File: src/hw/rtl/crcs_pkg.sv
// crcs_pkg: shared constants, types and operation codes of the curve sampler
// used by the interfaces, the step generator, the shared multiply unit and the top level
// no dependencies

package crcs_pkg;

    // number formats
    localparam int COORD_W     = 32;
    localparam int FRAC_BITS   = 16;
    localparam int MAX_SAMPLES = 32;
    localparam int NUM_COORDS  = 3;

    // configuration register
    localparam int CFG_W = 6;
    localparam logic [CFG_W-1:0] CFG_RESET = 6'd8;

    // sample counter widths
    localparam int N_W = $clog2(MAX_SAMPLES + 1);
    localparam int J_W = (MAX_SAMPLES > 1) ? $clog2(MAX_SAMPLES) : 1;

    // curve parameter t, one integer bit above the fraction
    localparam int T_W = FRAC_BITS + 1;

    // horner accumulator, multiplied in two halves
    localparam int ACC_W    = 40;
    localparam int SPLIT_W  = ACC_W / 2;
    localparam int MUL_A_W  = ACC_W - SPLIT_W + 1;
    localparam int MUL_P_W  = MUL_A_W + T_W + 1;
    localparam int PROD_W   = MUL_P_W + SPLIT_W;
    localparam logic [MUL_P_W-1:0] ROUND_HALF = MUL_P_W'(1) << (FRAC_BITS - 1);

    typedef logic signed [COORD_W-1:0] coord_t;
    typedef logic [1:0] coord_idx_t;
    localparam coord_idx_t LAST_COORD = coord_idx_t'(NUM_COORDS - 1);

    // shared unit operations
    typedef logic [2:0] mac_op_t;
    localparam mac_op_t OP_NONE = 3'd0;
    localparam mac_op_t OP_LOAD = 3'd1;
    localparam mac_op_t OP_LO   = 3'd2;
    localparam mac_op_t OP_HI   = 3'd3;
    localparam mac_op_t OP_ACC  = 3'd4;

    // horner steps, named by the coefficient added
    typedef logic [1:0] step_t;
    localparam step_t STEP_B  = 2'd1;
    localparam step_t STEP_A  = 2'd2;
    localparam step_t STEP_P1 = 2'd3;

    typedef struct packed {
        mac_op_t op;
        step_t   step;
    } mac_ctrl_t;

    typedef struct packed {
        logic restart;
        logic advance;
    } tgen_ctrl_t;

endpackage

File: src/hw/rtl/crcs_if.sv
// crcs_if: valid/ready channel interfaces for control points and curve samples
// depends on crcs_pkg

interface crcs_point_if;
    import crcs_pkg::*;

    logic   valid;
    logic   ready;
    coord_t point_x;
    coord_t point_y;
    coord_t point_z;
    logic   final_point;

    modport source (output valid, output point_x, output point_y, output point_z,
                    output final_point, input ready);
    modport sink   (input valid, input point_x, input point_y, input point_z,
                    input final_point, output ready);
endinterface

interface crcs_sample_if;
    import crcs_pkg::*;

    logic   valid;
    logic   ready;
    coord_t sample_x;
    coord_t sample_y;
    coord_t sample_z;
    logic   run_end;

    modport source (output valid, output sample_x, output sample_y, output sample_z,
                    output run_end, input ready);
    modport sink   (input valid, input sample_x, input sample_y, input sample_z,
                    input run_end, output ready);
endinterface

File: src/hw/rtl/crcs_tgen.sv
// crcs_tgen: steps t = floor(j * 2^FRAC_BITS / n) for j = 0..n-1 without a divider
// keeps quotient and remainder of the step from an elaboration-time table; depends on crcs_pkg

module crcs_tgen (
    input  logic                      clk,
    input  logic                      rst_n,
    input  crcs_pkg::tgen_ctrl_t      ctrl,
    input  logic [crcs_pkg::N_W-1:0]  n,
    output logic [crcs_pkg::T_W-1:0]  t,
    output logic                      last
);
    import crcs_pkg::*;

    logic [T_W-1:0] q_tab [MAX_SAMPLES];
    logic [N_W-1:0] r_tab [MAX_SAMPLES];

    logic [J_W-1:0] j_reg, j_next;
    logic [T_W-1:0] t_reg, t_next;
    logic [N_W-1:0] rem_reg, rem_next;

    logic [J_W-1:0] tab_idx;
    logic [N_W:0]   rem_sum;
    logic           carry;

    // step quotient and remainder of 2^FRAC_BITS / n for every n
    for (genvar g = 1; g <= MAX_SAMPLES; g++)
    begin : g_step_tab
        localparam int unsigned QV = (1 << FRAC_BITS) / g;
        localparam int unsigned RV = (1 << FRAC_BITS) % g;
        assign q_tab[g-1] = T_W'(QV);
        assign r_tab[g-1] = N_W'(RV);
    end

    assign tab_idx = J_W'(n - N_W'(1));
    assign rem_sum = {1'b0, rem_reg} + {1'b0, r_tab[tab_idx]};
    assign carry   = (rem_sum >= {1'b0, n});

    // next sample position
    always_comb
    begin
        j_next   = j_reg;
        t_next   = t_reg;
        rem_next = rem_reg;
        if (ctrl.restart)
        begin
            j_next   = '0;
            t_next   = '0;
            rem_next = '0;
        end
        else if (ctrl.advance)
        begin
            j_next = j_reg + J_W'(1);
            if (carry)
            begin
                rem_next = N_W'(rem_sum - {1'b0, n});
                t_next   = t_reg + q_tab[tab_idx] + T_W'(1);
            end
            else
            begin
                rem_next = N_W'(rem_sum);
                t_next   = t_reg + q_tab[tab_idx];
            end
        end
    end

    always_ff @(posedge clk or negedge rst_n)
    begin
        if (!rst_n)
        begin
            j_reg   <= '0;
            t_reg   <= '0;
            rem_reg <= '0;
        end
        else
        begin
            j_reg   <= j_next;
            t_reg   <= t_next;
            rem_reg <= rem_next;
        end
    end

    assign t    = t_reg;
    assign last = (N_W'(j_reg) == (n - N_W'(1)));

endmodule

File: src/hw/rtl/crcs_mac.sv
// crcs_mac: shared horner unit, one split multiplier with rounding accumulate and saturation
// evaluates one coordinate of the cubic per sequence of operations; depends on crcs_pkg

module crcs_mac (
    input  logic                      clk,
    input  crcs_pkg::mac_ctrl_t       ctrl,
    input  crcs_pkg::coord_t          p0,
    input  crcs_pkg::coord_t          p1,
    input  crcs_pkg::coord_t          p2,
    input  crcs_pkg::coord_t          p3,
    input  logic [crcs_pkg::T_W-1:0]  t,
    output crcs_pkg::coord_t          sat_val
);
    import crcs_pkg::*;

    logic signed [ACC_W-1:0]   r_reg;
    logic signed [ACC_W-1:0]   addend_reg;
    logic [MUL_P_W-1:0]        lo_reg;
    logic signed [PROD_W-1:0]  prod_reg;

    logic signed [ACC_W-1:0]   e0, e1, e2, e3, d12;
    logic signed [ACC_W-1:0]   coef_a, coef_b, coef_c, two_p1, addend_sel;
    logic signed [MUL_A_W-1:0] mul_a;
    logic signed [MUL_P_W-1:0] mul_p;
    logic signed [PROD_W-1:0]  hi_ext, prod_sum, prod_shr;
    logic signed [ACC_W:0]     r_inc;
    logic signed [ACC_W-1:0]   r_half;
    logic                      ovf;

    // polynomial coefficients of the current coordinate
    assign e0     = ACC_W'(p0);
    assign e1     = ACC_W'(p1);
    assign e2     = ACC_W'(p2);
    assign e3     = ACC_W'(p3);
    assign d12    = e1 - e2;
    assign coef_a = e2 - e0;
    assign coef_b = (e0 <<< 1) - (e1 <<< 2) - e1 + (e2 <<< 2) - e3;
    assign coef_c = (d12 <<< 1) + d12 + e3 - e0;
    assign two_p1 = e1 <<< 1;

    always_comb
    begin
        case (ctrl.step)
            STEP_B:  addend_sel = coef_b;
            STEP_A:  addend_sel = coef_a;
            default: addend_sel = two_p1;
        endcase
    end

    // the shared multiplier: low half first, then signed high half
    assign mul_a = (ctrl.op == OP_LO) ? $signed({1'b0, r_reg[SPLIT_W-1:0]})
                                      : $signed({r_reg[ACC_W-1], r_reg[ACC_W-1:SPLIT_W]});
    assign mul_p = MUL_P_W'(mul_a) * MUL_P_W'($signed({1'b0, t}));

    // recombine halves, then round and drop the fraction
    assign hi_ext   = {{(PROD_W-MUL_P_W){mul_p[MUL_P_W-1]}}, mul_p};
    assign prod_sum = (hi_ext <<< SPLIT_W) + $signed({{(PROD_W-MUL_P_W){1'b0}}, lo_reg});
    assign prod_shr = prod_reg >>> FRAC_BITS;

    always_ff @(posedge clk)
    begin
        unique case (ctrl.op)
            OP_LOAD: r_reg <= coef_c;
            OP_LO:
            begin
                lo_reg     <= MUL_P_W'(mul_p) + ROUND_HALF;
                addend_reg <= addend_sel;
            end
            OP_HI:   prod_reg <= prod_sum;
            OP_ACC:  r_reg <= prod_shr[ACC_W-1:0] + addend_reg;
            default:
            begin
            end
        endcase
    end

    // halve with rounding toward plus infinity, then clamp to the coordinate range
    assign r_inc  = {r_reg[ACC_W-1], r_reg} + (ACC_W+1)'(1);
    assign r_half = r_inc[ACC_W:1];
    assign ovf    = (r_half[ACC_W-1:COORD_W-1] != {(ACC_W-COORD_W+1){1'b0}}) &&
                    (r_half[ACC_W-1:COORD_W-1] != {(ACC_W-COORD_W+1){1'b1}});

    always_comb
    begin
        if (!ovf)
            sat_val = r_half[COORD_W-1:0];
        else if (r_half[ACC_W-1])
            sat_val = {1'b1, {(COORD_W-1){1'b0}}};
        else
            sat_val = {1'b0, {(COORD_W-1){1'b1}}};
    end

endmodule

File: src/hw/rtl/catmull_rom_curve_sampler.sv
// catmull_rom_curve_sampler: streaming uniform catmull-rom sampler over 3d control points
// depends on crcs_pkg, crcs_if, crcs_tgen, crcs_mac
//
// points: one control point per transaction (signed Q16.16 x, y, z and final_point).
// samples: curve samples; run_end marks the last sample caused by one point.
// cfg_we / cfg_wdata: samples per segment n (0 acts as 1, above 32 acts as 32).
// the third and later points of a trail each give one segment of n samples; the final
// point also flushes the closing segment; the second point gives a segment only when final.
// all arithmetic runs through one multiplier under a sequencer: per coordinate a load,
// three horner steps (each a low half, a high half and an accumulate) and a saturation
// step, then an emit state per sample; the block is ready for a point again once it has
// emitted the last of its samples (up to 64).
// an output register holds the current sample; the next one is computed meanwhile and the
// sequencer waits only when that register is still full; points are taken while the last
// sample of the previous point still waits.
// reset clears the point history and the sample counter and sets n to 8.

module catmull_rom_curve_sampler (
    input  logic                        clk,
    input  logic                        rst_n,
    crcs_point_if.sink                  points,
    crcs_sample_if.source               samples,
    input  logic                        cfg_we,
    input  logic [crcs_pkg::CFG_W-1:0]  cfg_wdata
);
    import crcs_pkg::*;

    localparam logic [2:0] ST_IDLE = 3'd0;
    localparam logic [2:0] ST_LOAD = 3'd1;
    localparam logic [2:0] ST_LO   = 3'd2;
    localparam logic [2:0] ST_HI   = 3'd3;
    localparam logic [2:0] ST_ACC  = 3'd4;
    localparam logic [2:0] ST_SAT  = 3'd5;
    localparam logic [2:0] ST_EMIT = 3'd6;

    logic [2:0]       state_reg, state_next;
    coord_idx_t       coord_reg, coord_next;
    step_t            step_reg, step_next;
    logic [1:0]       seen_reg, seen_next;
    logic             fin_reg, fin_next;
    logic             seg_fin_reg, seg_fin_next;
    logic [CFG_W-1:0] cfg_n_reg;

    coord_t h0_reg [NUM_COORDS];
    coord_t h1_reg [NUM_COORDS];
    coord_t h2_reg [NUM_COORDS];
    coord_t nw_reg [NUM_COORDS];
    coord_t smp_reg [NUM_COORDS];

    coord_t out_x_reg, out_y_reg, out_z_reg;
    logic   out_run_end_reg;
    logic   out_valid_reg, out_valid_next;

    coord_t     in_pt [NUM_COORDS];
    coord_t     upd_pt [NUM_COORDS];
    logic       upd_fin;
    logic       hist_upd;
    logic       in_acc;
    logic       no_seg;
    logic       emit_go;
    logic       sample_last;
    logic       tgen_last;
    logic [T_W-1:0] t_val;
    logic [N_W-1:0] n_eff;
    coord_t     sel_p0, sel_p1, sel_p2, sel_p3, sat_val;
    mac_ctrl_t  mac_ctrl;
    tgen_ctrl_t tgen_ctrl;

    // configuration register and effective sample count
    always_ff @(posedge clk or negedge rst_n)
    begin
        if (!rst_n)
            cfg_n_reg <= CFG_RESET;
        else if (cfg_we)
            cfg_n_reg <= cfg_wdata;
    end

    always_comb
    begin
        if (cfg_n_reg == '0)
            n_eff = N_W'(1);
        else if (cfg_n_reg > CFG_W'(MAX_SAMPLES))
            n_eff = N_W'(MAX_SAMPLES);
        else
            n_eff = N_W'(cfg_n_reg);
    end

    // input transaction
    assign in_pt[0]     = points.point_x;
    assign in_pt[1]     = points.point_y;
    assign in_pt[2]     = points.point_z;
    assign points.ready = (state_reg == ST_IDLE);
    assign in_acc       = points.valid && points.ready;
    assign no_seg       = (seen_reg == 2'd0) || ((seen_reg == 2'd1) && !points.final_point);

    // segment end points for the current coordinate
    always_comb
    begin
        if (seg_fin_reg)
        begin
            sel_p0 = (seen_reg == 2'd1) ? h2_reg[coord_reg] : h1_reg[coord_reg];
            sel_p1 = h2_reg[coord_reg];
            sel_p2 = nw_reg[coord_reg];
        end
        else
        begin
            sel_p0 = (seen_reg == 2'd3) ? h0_reg[coord_reg] : h1_reg[coord_reg];
            sel_p1 = h1_reg[coord_reg];
            sel_p2 = h2_reg[coord_reg];
        end
        sel_p3 = nw_reg[coord_reg];
    end

    assign emit_go     = !out_valid_reg || samples.ready;
    assign sample_last = tgen_last && (seg_fin_reg || !fin_reg);

    // sequencer
    always_comb
    begin
        state_next     = state_reg;
        coord_next     = coord_reg;
        step_next      = step_reg;
        fin_next       = fin_reg;
        seg_fin_next   = seg_fin_reg;
        hist_upd       = 1'b0;
        upd_fin        = fin_reg;
        upd_pt         = nw_reg;
        tgen_ctrl      = '0;
        mac_ctrl.op    = OP_NONE;
        mac_ctrl.step  = step_reg;
        out_valid_next = out_valid_reg && !samples.ready;
        unique case (state_reg)
            ST_IDLE:
            begin
                if (in_acc)
                begin
                    fin_next = points.final_point;
                    if (no_seg)
                    begin
                        hist_upd = 1'b1;
                        upd_fin  = points.final_point;
                        upd_pt   = in_pt;
                    end
                    else
                    begin
                        seg_fin_next      = (seen_reg == 2'd1);
                        tgen_ctrl.restart = 1'b1;
                        coord_next        = '0;
                        state_next        = ST_LOAD;
                    end
                end
            end
            ST_LOAD:
            begin
                mac_ctrl.op = OP_LOAD;
                step_next   = STEP_B;
                state_next  = ST_LO;
            end
            ST_LO:
            begin
                mac_ctrl.op = OP_LO;
                state_next  = ST_HI;
            end
            ST_HI:
            begin
                mac_ctrl.op = OP_HI;
                state_next  = ST_ACC;
            end
            ST_ACC:
            begin
                mac_ctrl.op = OP_ACC;
                if (step_reg == STEP_P1)
                    state_next = ST_SAT;
                else
                begin
                    step_next  = step_reg + step_t'(1);
                    state_next = ST_LO;
                end
            end
            ST_SAT:
            begin
                if (coord_reg == LAST_COORD)
                    state_next = ST_EMIT;
                else
                begin
                    coord_next = coord_reg + coord_idx_t'(1);
                    state_next = ST_LOAD;
                end
            end
            ST_EMIT:
            begin
                if (emit_go)
                begin
                    out_valid_next = 1'b1;
                    coord_next     = '0;
                    if (!tgen_last)
                    begin
                        tgen_ctrl.advance = 1'b1;
                        state_next        = ST_LOAD;
                    end
                    else if (!sample_last)
                    begin
                        seg_fin_next      = 1'b1;
                        tgen_ctrl.restart = 1'b1;
                        state_next        = ST_LOAD;
                    end
                    else
                    begin
                        hist_upd   = 1'b1;
                        state_next = ST_IDLE;
                    end
                end
            end
            default: state_next = ST_IDLE;
        endcase
    end

    assign seen_next = !hist_upd ? seen_reg :
                       upd_fin ? 2'd0 :
                       (seen_reg == 2'd3) ? seen_reg : seen_reg + 2'd1;

    always_ff @(posedge clk or negedge rst_n)
    begin
        if (!rst_n)
        begin
            state_reg     <= ST_IDLE;
            coord_reg     <= '0;
            step_reg      <= STEP_B;
            seen_reg      <= '0;
            fin_reg       <= 1'b0;
            seg_fin_reg   <= 1'b0;
            out_valid_reg <= 1'b0;
        end
        else
        begin
            state_reg     <= state_next;
            coord_reg     <= coord_next;
            step_reg      <= step_next;
            seen_reg      <= seen_next;
            fin_reg       <= fin_next;
            seg_fin_reg   <= seg_fin_next;
            out_valid_reg <= out_valid_next;
        end
    end

    // point history, cleared at reset and after a final point
    always_ff @(posedge clk or negedge rst_n)
    begin
        if (!rst_n)
        begin
            for (int k = 0; k < NUM_COORDS; k++)
            begin
                h0_reg[k] <= '0;
                h1_reg[k] <= '0;
                h2_reg[k] <= '0;
            end
        end
        else if (hist_upd)
        begin
            for (int k = 0; k < NUM_COORDS; k++)
            begin
                h0_reg[k] <= upd_fin ? '0 : h1_reg[k];
                h1_reg[k] <= upd_fin ? '0 : h2_reg[k];
                h2_reg[k] <= upd_fin ? '0 : upd_pt[k];
            end
        end
    end

    // newest point and finished coordinates
    always_ff @(posedge clk)
    begin
        if (in_acc)
            nw_reg <= in_pt;
        if (state_reg == ST_SAT)
            smp_reg[coord_reg] <= sat_val;
    end

    // output register
    always_ff @(posedge clk)
    begin
        if (state_reg == ST_EMIT && emit_go)
        begin
            out_x_reg       <= smp_reg[0];
            out_y_reg       <= smp_reg[1];
            out_z_reg       <= smp_reg[2];
            out_run_end_reg <= sample_last;
        end
    end

    assign samples.valid    = out_valid_reg;
    assign samples.sample_x = out_x_reg;
    assign samples.sample_y = out_y_reg;
    assign samples.sample_z = out_z_reg;
    assign samples.run_end  = out_run_end_reg;

    // curve parameter stepping
    crcs_tgen u_tgen (
        .clk   (clk),
        .rst_n (rst_n),
        .ctrl  (tgen_ctrl),
        .n     (n_eff),
        .t     (t_val),
        .last  (tgen_last)
    );

    // shared horner unit
    crcs_mac u_mac (
        .clk     (clk),
        .ctrl    (mac_ctrl),
        .p0      (sel_p0),
        .p1      (sel_p1),
        .p2      (sel_p2),
        .p3      (sel_p3),
        .t       (t_val),
        .sat_val (sat_val)
    );

`ifndef SYNTHESIS
    // t stays below one while a sample is multiplied
    a_t_in_range: assert property (@(posedge clk) disable iff (!rst_n)
        (state_reg == ST_LO) |-> (t_val[T_W-1] == 1'b0))
        else $error("curve parameter reached one during a multiply");

    // an empty trail has an all-zero history
    a_empty_history: assert property (@(posedge clk) disable iff (!rst_n)
        (state_reg == ST_IDLE && seen_reg == 2'd0) |->
        (h2_reg[0] == '0 && h2_reg[1] == '0 && h2_reg[2] == '0 &&
         h1_reg[0] == '0 && h1_reg[1] == '0 && h1_reg[2] == '0))
        else $error("history not cleared for a new trail");

    // horner step index valid while the multiplier is in use
    a_step_valid: assert property (@(posedge clk) disable iff (!rst_n)
        (state_reg == ST_LO || state_reg == ST_HI || state_reg == ST_ACC) |->
        (step_reg == STEP_B || step_reg == STEP_A || step_reg == STEP_P1))
        else $error("horner step out of sequence");

    // the sample flagged run_end closes the point's work
    a_run_end_idle: assert property (@(posedge clk) disable iff (!rst_n)
        (state_reg == ST_EMIT && emit_go && sample_last) |=>
        (state_reg == ST_IDLE && samples.valid && samples.run_end))
        else $error("work continued past the last sample of a point");
`endif

endmodule
File: src/flat_wrapper.sv
// flat-port wrapper written by rule: the top's interface ports become plain ports
module catmull_rom_curve_sampler_flat import crcs_pkg::*;
  (clk, rst_n, cfg_we, cfg_wdata, points_valid, points_point_x, points_point_y, points_point_z, points_final_point, points_ready, samples_valid, samples_sample_x, samples_sample_y, samples_sample_z, samples_run_end, samples_ready);
  crcs_point_if points_i ();
  crcs_sample_if samples_i ();
  input  logic clk;
  input  logic rst_n;
  input  logic cfg_we;
  input  logic [crcs_pkg::CFG_W-1:0] cfg_wdata;
  input wire logic [$bits(points_i.valid)-1:0] points_valid;
  input wire logic [$bits(points_i.point_x)-1:0] points_point_x;
  input wire logic [$bits(points_i.point_y)-1:0] points_point_y;
  input wire logic [$bits(points_i.point_z)-1:0] points_point_z;
  input wire logic [$bits(points_i.final_point)-1:0] points_final_point;
  output wire logic [$bits(points_i.ready)-1:0] points_ready;
  output wire logic [$bits(samples_i.valid)-1:0] samples_valid;
  output wire logic [$bits(samples_i.sample_x)-1:0] samples_sample_x;
  output wire logic [$bits(samples_i.sample_y)-1:0] samples_sample_y;
  output wire logic [$bits(samples_i.sample_z)-1:0] samples_sample_z;
  output wire logic [$bits(samples_i.run_end)-1:0] samples_run_end;
  input wire logic [$bits(samples_i.ready)-1:0] samples_ready;
  assign points_i.valid = points_valid;
  assign points_i.point_x = points_point_x;
  assign points_i.point_y = points_point_y;
  assign points_i.point_z = points_point_z;
  assign points_i.final_point = points_final_point;
  assign points_ready = points_i.ready;
  assign samples_valid = samples_i.valid;
  assign samples_sample_x = samples_i.sample_x;
  assign samples_sample_y = samples_i.sample_y;
  assign samples_sample_z = samples_i.sample_z;
  assign samples_run_end = samples_i.run_end;
  assign samples_i.ready = samples_ready;
  catmull_rom_curve_sampler u_core (.clk(clk), .rst_n(rst_n), .points(points_i), .samples(samples_i), .cfg_we(cfg_we), .cfg_wdata(cfg_wdata));
endmodule
File: config.mk
export PLATFORM = sky130hd
export DESIGN_NAME = catmull_rom_curve_sampler_flat
export DESIGN_NICKNAME = d
export VERILOG_FILES = /design/src/hw/rtl/crcs_pkg.sv /design/src/hw/rtl/crcs_if.sv /design/src/hw/rtl/crcs_tgen.sv /design/src/hw/rtl/crcs_mac.sv /design/src/hw/rtl/catmull_rom_curve_sampler.sv /design/src/flat_wrapper.sv
export SDC_FILE = /design/constraint.sdc
export NUM_CORES = 2
export LEC_CHECK = 0
export ABC_AREA = 1
export BUFFER_PORTS_ARGS = -buffer_cell sky130_fd_sc_hd__buf_2
export CORE_MARGIN = 2
export CORE_UTILIZATION = 46
export DETAILED_ROUTE_END_ITERATION = 8
export HOLD_SLACK_MARGIN = 0.12
export PLACE_DENSITY = 0.72
export REMOVE_ABC_BUFFERS = 1
export SLEW_MARGIN = 10
export SYNTH_ARGS = -nofsm -noshare
export SYNTH_HDL_FRONTEND = slang
export SYNTH_SLANG_ARGS = --single-unit
File: constraint.sdc
create_clock -name clk -period 10.2 [get_ports clk]
set_input_delay 0 -clock clk [delete_from_list [all_inputs] [get_ports clk]]
set_output_delay 0 -clock clk [all_outputs]
set_load 0.1 [all_outputs]
==> impl_metrics.py <==
metrics = {
    "logic_synthesis": {
        "synth_seq_cells": 764,
        "postSynthAreaPerCell_um2": 8.01,
        "ys_warn_count": 0,
        "synth_top_area_cell": "edfxtp_1",
        "ys_seq_area_share_pct": 31.3,
        "synth_common_cells": "nand2_1, inv_1, nor2_1",
        "synth_area_leaders": "edfxtp_1, fa_1, dfrtp_1",
        "ys.flop_type": "edfxtp_1",
        "async_reset_ff_share_pct": 43.7,
        "netlist.area_leader.share_pct": 19.0,
        "yosysMostFrequentCell": "nand2_1",
        "syn_inst": 8482,
        "ys_types": 61,
        "synth-edff-count": 430,
        "syn-cell-area_mm2": 0.0680,
    },
    "cells_and_area": {
        "drive_gt1_share_pct": 7.39,
        "final_area_mm2": 0.0759,
        "utilization_pct": 51.6,
        "area_delta_synth_final_pct": 11.6,
        "instances_no_fill": 10786,
        "nets": 9764,
        "n_fill_cell": 13865,
    },
    "global_routing": {
        "antenna_found_initial": 6,
        "grt_pass1_wl_mm": 344,
        "grt_pass1_vias": 59001,
        "grt_overflow_total": 0,
        "grt_max_degree": 172,
        "track_usage_pct": 29.4,
    },
    "placement": {
        "port_buffers": 206,
        "place_congestion": 1.04,
        "place_inst": 10402,
        "placedInstanceArea_mm2": 0.0708,
        "hpwl_mm": 174,
    },
    "clocking": {
        "cts-root-buf": "clkbuf_16",
        "numCtsBuffers": 85,
        "htreeDepth": 3,
        "clock_path_buffers": 3,
        "cts_sinks": 764,
        "post-cts-setup-buffer-count": 0,
        "hold_buffers": 222,
        "cts_resized": 0,
        "clkTransAtPathRegs_ns": 0.06,
        "clk_latency_ns": 0.74,
        "cts_tree": "built",
    },
    "setup_path": {
        "cpMostUsedCell": "nand2_1",
        "arrival_ns": 9.38,
        "required_ns": 10.63,
        "crit_path_start_kind": "flop",
        "crit_slowest_cell": "o21ai_0",
        "r2r-start": "u_core.state_reg[1]",
        "crit_path_max_incr_delay_ns": 0.73,
        "crit_fanout": 18,
        "path_class": "flop to flop",
        "end_kind": "flop",
        "worstSetupStartpoint": "u_core.state_reg[1]",
    },
    "timing": {
        "finalCriticalPeriod_ns": 8.96,
        "relSlewSlack_pct": 27.2,
        "hold_violations": 0,
        "report.final.slew_viol_count": 0,
        "finalCritPeriodShare_pct": 87.8,
        "rsz0062_at_grt": "no",
        "tightest_slew_ns": 1.08,
        "setup_violations": 0,
        "holdWs_ns": 0.180,
        "skew_ns": 0.0874,
        "max_clock_freq_ghz": 0.112,
    },
    "die": {
        "start_util_pct": 46.2,
        "die_h_um": 388,
        "num_io_pins": 207,
        "die_area_mm2": 0.151,
        "die_width_um": 388,
        "core-area_mm2": 0.147,
        "fp-row-count": 141,
    },
    "route": {
        "vias_per_cell": 5.57,
        "drt-pass1-iter-count": 8,
        "remaining_drc_errors": 0,
        "drt_iter0_drc": 5997,
        "wl_mm": 223,
        "wl_per_cell_um": 20.7,
        "drtAntennaViolNets": 0,
        "route.vias.total": 60108,
    },
    "outcome": {
        "status": "finished, final reports clean",
    },
    "flow_run": {
        "maxCapViolCount": 0,
    },
    "hold_path": {
        "hp-start": "points_point_y[7]",
        "worst_hold_path_type": "primary input to flop",
    },
}
-- through the flow --
step	setup TNS [ns]	setup slack, ns
after floorplan	-1353.65	-4.78
after global placement	0	1.31
after detailed placement	0	1.31
after CTS	0	1.25
after global routing	0	0.538
final	0	1.24
-- cell families after synthesis --
| family | after synthesis | synth area share [%] |
|---|---|---|
| AOI/OAI and AO/OA | 1480 | 12.0 |
| buffers and inverters | 1751 | 10.2 |
| adders and majority gates | 875 | 21.9 |
| and+or+nand+nor | 3343 | 20.7 |
| muxes | 96 | 1.59 |
| xor gates and xnor gates | 173 | 2.24 |
| DFF | 764 | 31.3 |
-- per-layer routing --
layer	wire length (um)	global-route usage, %	part of all wire [%]
met2	103000	47.4	46
met3	16400	3.93	7.4
met4	7410	9.30	3.3
met1	96500	41.1	43
met5	0	0	0
-- cell type report --
type	instances	area, um^2	area share [%]
multi-input cells	5967	39900	52.6
flip-flops and latches	764	21300	28.1
inverters	1454	5470	7.21
repair buffers	509	3950	5.21
well taps	1930	2410	3.18
clock buffers	115	2340	3.09
clock inverters	45	503	0.663
diodes	2	5.00	0.00660
-- worst max-delay path: cells and delay by family, from the launching register on --
kind,cells,cell delay [ns]
xor+xnor,1,0.46
buf+inv,10,1.21
simple gates,18,2.09
compound gates,1,0.73
fa+ha+maj,8,3.70
flops,1,0.47
-- placed cells by master (no fill, tap or decap), types with 82 or more instances in the layout --
master	n
dlygate4sd3_1	221
or2_2	82
o21ai_0	577
fa_1	528
buf_2	205
mux2_2	96
nor2_1	700
inv_1	1432
a31oi_1	86
ha_1	347
a21oi_1	412
dfrtp_1	329
nand2_1	1685
clkbuf_16	86
edfxtp_1	430
o21ai_1	174
xor2_1	125
nand3_1	676
-- worst paths after layout --
| kind | endpoint | slack [ns] | depth (start not counted) |
|---|---|---|---|
| min in group asynchronous | u_core.cfg_n_reg[3] | 0.45 | 3 |
| max | u_core.u_mac.prod_reg[53] | 1.24 | 38 |
| min | u_core.h2_reg[39] | 0.18 | 5 |
| min reg2reg | samples_sample_x[22] | 0.33 | 0 |
| max in group asynchronous | u_core.h1_reg[1] | 8.19 | 5 |
| max reg2reg | u_core.u_mac.prod_reg[53] | 1.24 | 38 |
Power is not shown: default switching activity piles up to over one toggle a cycle in this logic, so the estimate is an artifact.
